`src/rtl/running_kth_largest_top_macros.svh`:
```
// Assertion helpers for the RTL file that carries checks.
`ifndef RUNNING_KTH_LARGEST_TOP_MACROS_SVH
`define RUNNING_KTH_LARGEST_TOP_MACROS_SVH

// A property that must hold at every clock edge outside reset.
`define RKL_ASSERT_ALWAYS(lbl, prop, msg) \
    lbl: assert property (@(posedge i_clk) disable iff (!i_rst_n) (prop)) else $error(msg);

// A condition that must be followed by another one in the next cycle.
`define RKL_ASSERT_NEXT(lbl, ante, cons, msg) \
    lbl: assert property (@(posedge i_clk) disable iff (!i_rst_n) (ante) |=> (cons)) \
        else $error(msg);

`endif

```
`src/rtl/rkl_pkg.sv`:
```
`default_nettype none

package rkl_pkg;

    // Width of a stream value and of the rank write data.
    localparam int KEY_W  = 32;
    localparam int RANK_W = 7;

    // Result value reported while fewer than k values are kept.
    localparam logic signed [KEY_W-1:0] NOT_READY_VALUE = '1;

    // Control handed from one cell to its right neighbor.
    typedef struct packed {
        logic active;   // cell holds a live entry for this transaction
        logic ins;      // new value lands at or before this cell
    } t_link;

endpackage

`default_nettype wire

```
`src/rtl/rkl_cell.sv`:
```
`default_nettype none

// One slot of the sorted chain. Entries run from largest (cell 0) to smallest.
module rkl_cell (
    input  wire logic                            i_clk,
    input  wire logic                            i_rst_n,
    input  wire logic                            i_load,
    input  wire logic                            i_restart,
    input  wire logic                            i_in_range,
    input  wire logic signed [rkl_pkg::KEY_W-1:0] i_key,
    input  wire rkl_pkg::t_link                  i_left,
    input  wire logic signed [rkl_pkg::KEY_W-1:0] i_left_key,
    output rkl_pkg::t_link                       o_link,
    output logic signed [rkl_pkg::KEY_W-1:0]     o_key,
    output logic                                 o_valid
);
    import rkl_pkg::*;

    logic                    r_valid;
    logic signed [KEY_W-1:0] r_key;
    logic                    n_valid;
    logic signed [KEY_W-1:0] n_key;
    logic                    active;
    logic                    ins;

    // An entry counts only while it is inside the current rank and no restart is seen.
    always_comb begin
        active = r_valid & i_in_range & ~i_restart;
        ins    = ~active | (r_key < i_key);
    end

    // Keep the entry, take the shifted neighbor, or take the new value.
    always_comb begin
        n_valid = i_in_range & (active | i_left.active);
        if (!ins) begin
            n_key = r_key;
        end else if (i_left.ins && i_left.active) begin
            n_key = i_left_key;
        end else begin
            n_key = i_key;
        end
    end

    always_ff @(posedge i_clk) begin
        if (!i_rst_n) begin
            r_valid <= 1'b0;
        end else if (i_load) begin
            r_valid <= n_valid;
        end
    end

    always_ff @(posedge i_clk) begin
        if (i_load) begin
            r_key <= n_key;
        end
    end

    assign o_link.active = active;
    assign o_link.ins    = ins;
    assign o_key         = r_key;
    assign o_valid       = r_valid;

endmodule

`default_nettype wire

```
`config.mk`:
```
export PLATFORM = sky130hd
export DESIGN_NAME = rkl_cell
export DESIGN_NICKNAME = d
export VERILOG_FILES = /design/src/rtl/running_kth_largest_top_macros.svh /design/src/rtl/rkl_pkg.sv /design/src/rtl/rkl_cell.sv
export SDC_FILE = /design/constraint.sdc
export NUM_CORES = 1
export LEC_CHECK = 0
export BUFFER_PORTS_ARGS = -buffer_cell sky130_fd_sc_hd__buf_2
export CAP_MARGIN = 20
export CELL_PAD_IN_SITES_DETAIL_PLACEMENT = 0
export CELL_PAD_IN_SITES_GLOBAL_PLACEMENT = 1
export CORE_UTILIZATION = 37
export DETAILED_ROUTE_END_ITERATION = 6
export PLACE_DENSITY = 0.91
export SYNTH_ARGS = -nofsm -noshare
export SYNTH_HDL_FRONTEND = slang
export SYNTH_SLANG_ARGS = --single-unit
```
`constraint.sdc`:
```
create_clock -name i_clk -period 9.06 [get_ports i_clk]
set_clock_uncertainty 0.15 [all_clocks]
set_input_delay 0.906 -clock i_clk [delete_from_list [all_inputs] [get_ports i_clk]]
set_output_delay 0.906 -clock i_clk [all_outputs]
set_load 0.05 [all_outputs]
```
# == Yosys cells after proc, flatten, opt, wreduce, memory -nomap -nowiden ==
# Index checks and enable logic that the tools add are counted.
# totals
word_cells,13
ff_bits,33
input_bits,71
output_inout_bits,35
# classes
bitwise,7
order_cmp,1
mux,1
reduce_logical,2
# op_table
cell,n
$lt 32x32->1,1
$mux 32,1
$and 1x1->1,3
$not 1->1,2
$or 1x1->1,2
$reduce_and 2->1,1
$logic_and 1x1->1,1

# == Depth between registers and ports, before layout ==
# logic_depth
depth_word,5
depth_mapped,9
mapped_depth_nobuf,8

# == Least setup slack after synthesis ==
# Ideal clock, no wire load.
# synth_timing
kind,input to register
startpoint,in i_key[2] in the netlist's numbering
endpoint,"reg r_key[0], in the netlist o_key[0] (enable)"
t_arrival_ps,3459
path_slack_ps,5033
required_time_ps,8491
setup_time_ps,419
cell_stages,8
n_path_buf,0
path_cell_list,inv_1 ha_1 a211o_1 a31oi_1 o311a_1 o41ai_1 a31o_1 a211oi_2
# synth_between
elab_chain_cells,3
# synth_rtl
item,line,text
"start, declared",rkl_cell.sv:10,"input wire logic signed [rkl_pkg::KEY_W-1:0] i_key,"
$lt 32x32->1,rkl_cell.sv:29,ins = ~active | (r_key < i_key);
$or 1x1->1,rkl_cell.sv:29,
$reduce_and 2->1 (no line),-,
"end signal, assigned",rkl_cell.sv:54,r_key <= n_key;
"end, declared",rkl_cell.sv:20,logic signed [KEY_W-1:0] r_key;
# Every way passes these cells.
# A chain may end at the register's enable or synchronous reset.

==> metrics.md <==
| Metric | Value |
|---|---|
| Sequential share of power | 45.9% |
| Cells taking the most area after synthesis | edfxtp_1 44%, ha_1 18%, mux2_2 16% |
| Number of routed nets with antenna violations | 0 |
| Switching component of the power | 129 uW |
| Crit-path cells | buf_2 > inv_1 > ha_1 > nand4_1 > o311a_1 > o41ai_1 > a31o_1 > a21oi_1 > buf_2 |
| Number of search-and-repair iterations in the first detailed-routing pass | 3 |
| Synth top area share | 43.7% |
| Via/cell ratio | ~4.7 |
| Worst setup path class | input pin to output port |
| Routed wire per std cell | approximately 12 um |
| Worst setup slack after placement | 5.16 ns |
| Total of hold buffers inserted after clock tree synthesis | 0 |
| Highest-delay cell along the critical path | o41ai_1 |
| Count of mapped cells out of synthesis | 192 |
| Clock buffers created by TritonCTS | 5 |
| Global placer's final weighted congestion | 0.768 |
| Global-route wire length before repair | 7410 um |
| Synth Cell Area | between 2000 and 2500 um^2 |
| Yosys Warn Count | 0 |
| Fill cell count | 571 |
| Source-to-sink clock delay at the later pin of the worst-skew pair | 0.28 ns |
| Combinational power share | between 20% and 30% |
| Data arrival time of the worst path | 2.79 ns |
| Core region area | between 5000 and 6000 um^2 |
| Most frequent cell on the critical path | buf_2 |
| Worst Tran Pin Value | 0.440 ns |
| Maximum fanout along the worst path | 3 |
| Synth cell types | 29 |
| Row count | 27 |
| Number of flip-flops and latches in the synthesized netlist | 33 |
| Unrepaired setup endpoints after global routing | false |
| Number of global-route vias before repair | about 1700 |
| IO Pins | 106 |
| Remaining design rule violation count | 0 |
| Internal power | 277 uW |
| Layout cell share with drive strength beyond 1 | 48.5% |
| Overall routed net length | between 4000 and 5000 um |
| Post-synth top area cell | edfxtp_1 |
| # resized after CTS | 0 |
| Post-placement cell count | approximately 370 |
| Total overflow reported by the global router | 0 |
| Number of setup violations in the final report | 0 |
| Maximum number of pins on one net before global-route repair | 33 |
| Area of all placed cells without fillers | 2890 um^2 |
| Sum of negative setup slack | 0 ns |
| Part of the cycle the worst path needs | 42.4% |
| Data required time at the worst endpoint | ~8.0 ns |
| Antenna violations before repair | 0 |
| CTS clock-pin slew for the worst setup and hold paths | 0.06 ns |
| Power density of the placed cells | roughly 140 nW/um^2 |
| Die width | 79.1 um |
| Area growth, synth to finish | 31.3% |
| Number of buffers on the longest clock path | 2 |
| Max-Slew Margin vs Limit | 70.6% |
| PnR Total Power | ~410 uW |
| Register area share after synthesis | between 40% and 50% |
| Final Critical Period | 3.84 ns |
| Filler-free cell count of the finished design | 373 |
| Cell area after placement | ~2800 um^2 |
| Relative contribution of the clock network to total power | approximately a quarter |
| Count of input and output buffers | ~110 |
| Proportion of synthesized flip-flops having asynchronous set or reset | 0% |
| Height of the die | 79.1 um |
| Detailed-route via count | about 1800 |
| Critical Path Sink Type | output port |
| Kind of launch point of the worst setup path | input pin |
| VDD IR-drop max | 0.0000649 V |
| Clock sinks | 33 |
| Static power due to leakage | 1.45 nW |
| Worst path setup slack after routing | 5.22 ns |
| First DRT Iteration DRCs | 40 |
| Max-Cap Viols | 0 |
| Initial core utilization | 39.2% |
| Synth Net Count | roughly 300 |
| Slew Viols, Final | 0 |
| Syn_area_per_cell | 11.4 um^2 |
| Highest clock frequency the design can meet | 260 MHz |
| Maximum cell stage delay along the critical path | 0.40 ns |
| Setup repair bufs after CTS | 0 |
| Clock H-tree levels | 2 |
| Classification of the worst-slack hold path | register to register |
| Run status | finished clean |
| Number of inserted diodes | 0 |
| Post-Route Utilization | 51.5% |
| Switching share of total power | 31.8% |
| Clock Tree Root | clkbuf_8 |
| Dominant synthesized flop cell | edfxtp_1 |
| Final Hold Fails | 0 |
| Die outline area | 6250 um^2 |
| Final net count | 403 |
| Overall global routing resource usage | between 10% and 20% |
| Worst hold-check slack | 0.365 ns |
| Number of flops mapped to enable cells by yosys | 32 |
| Post-detail-place hpwl | approximately 3700 um |
| Clock tree from TritonCTS | yes |
-- final timing paths --
kind	depth (start not counted)	start	end	slack, ns
max	9	i_key[7]	o_link[0]	5.22
min reg2reg	2	o_valid	o_valid	0.37
max reg2reg	8	o_key[31]	o_key[28]	6.04
min	2	o_valid	o_valid	0.37
-- cell families (layout without fill, tap and decap cells) --
logic type	count (synthesis)	count (layout)	share of synthesized area, %
AOI/OAI and AO/OA	29	29	8.42
muxes	32	32	16.4
DFF	33	33	44.6
adders and majority gates	31	31	17.6
buffers and inverters	39	148	7.00
and+or+nand+nor	28	28	5.92
-- placed cells by master (no fill, tap or decap), drive strengths merged, types with 2 or more instances in the layout --
master | synthesis | routed
nor2 | 4 | 4
edfxtp | 32 | 32
nand3 | 3 | 3
mux2 | 32 | 32
a21oi | 13 | 13
inv | 34 | 34
nand2 | 12 | 12
o21ai | 5 | 5
nand4 | 4 | 4
a211oi | 2 | 2
ha | 31 | 31
clkbuf | 0 | 6
buf | 5 | 107
-- state kept, by name, summed over array words and instances, names as in the netlist --
name	flops
o_valid	1
o_key	32
-- area by class of cell --
type | count | area (um^2) | area share, %
repair buffers | 107 | 541 | 18.7
multi-input cells | 120 | 1070 | 37.1
clock inverters | 1 | 3.75 | 0.130
well taps | 72 | 90.1 | 3.12
clock buffers | 6 | 72.6 | 2.51
inverters | 34 | 128 | 4.42
flip-flops and latches | 33 | 981 | 34.0
-- power groups by stage --
| stage | Clock, mW | Sequential [mW] | Combinational, mW |
|---|---|---|---|
| after floorplan | 0 | 0.225 | 0.0456 |
| after global routing | 0.112 | 0.187 | 0.129 |
| after global placement | 0 | 0.189 | 0.116 |
| after CTS | 0.107 | 0.186 | 0.118 |
| after detailed placement | 0 | 0.190 | 0.118 |
| final | 0.103 | 0.186 | 0.117 |
-- layer usage --
layer / GRT usage [%] / wire length [um]
met5: 0 / 0
met4: 4.91 / 36
met3: 3.45 / 236
met2: 28.1 / 2370
met1: 17.6 / 1950
-- Yosys cell counts, drive strengths merged, types with 2 or more instances --
cell type   n
nand3       3
mux2       32
edfxtp     32
nor2        4
a211oi      2
o21ai       5
nand4       4
buf         5
a21oi      13
inv        34
ha         31
nand2      12
-- worst max-delay path, delay by kind of cell --
| kind | cells | cell delay, ns |
|---|---|---|
| buffers and inverters | 3 | 0.36 |
| and+or+nand+nor | 1 | 0.10 |
| AOI/OAI and AO/OA | 4 | 1.11 |
| adders and majority gates | 1 | 0.31 |
No activity file was read; power rests on OpenSTA's default activity.
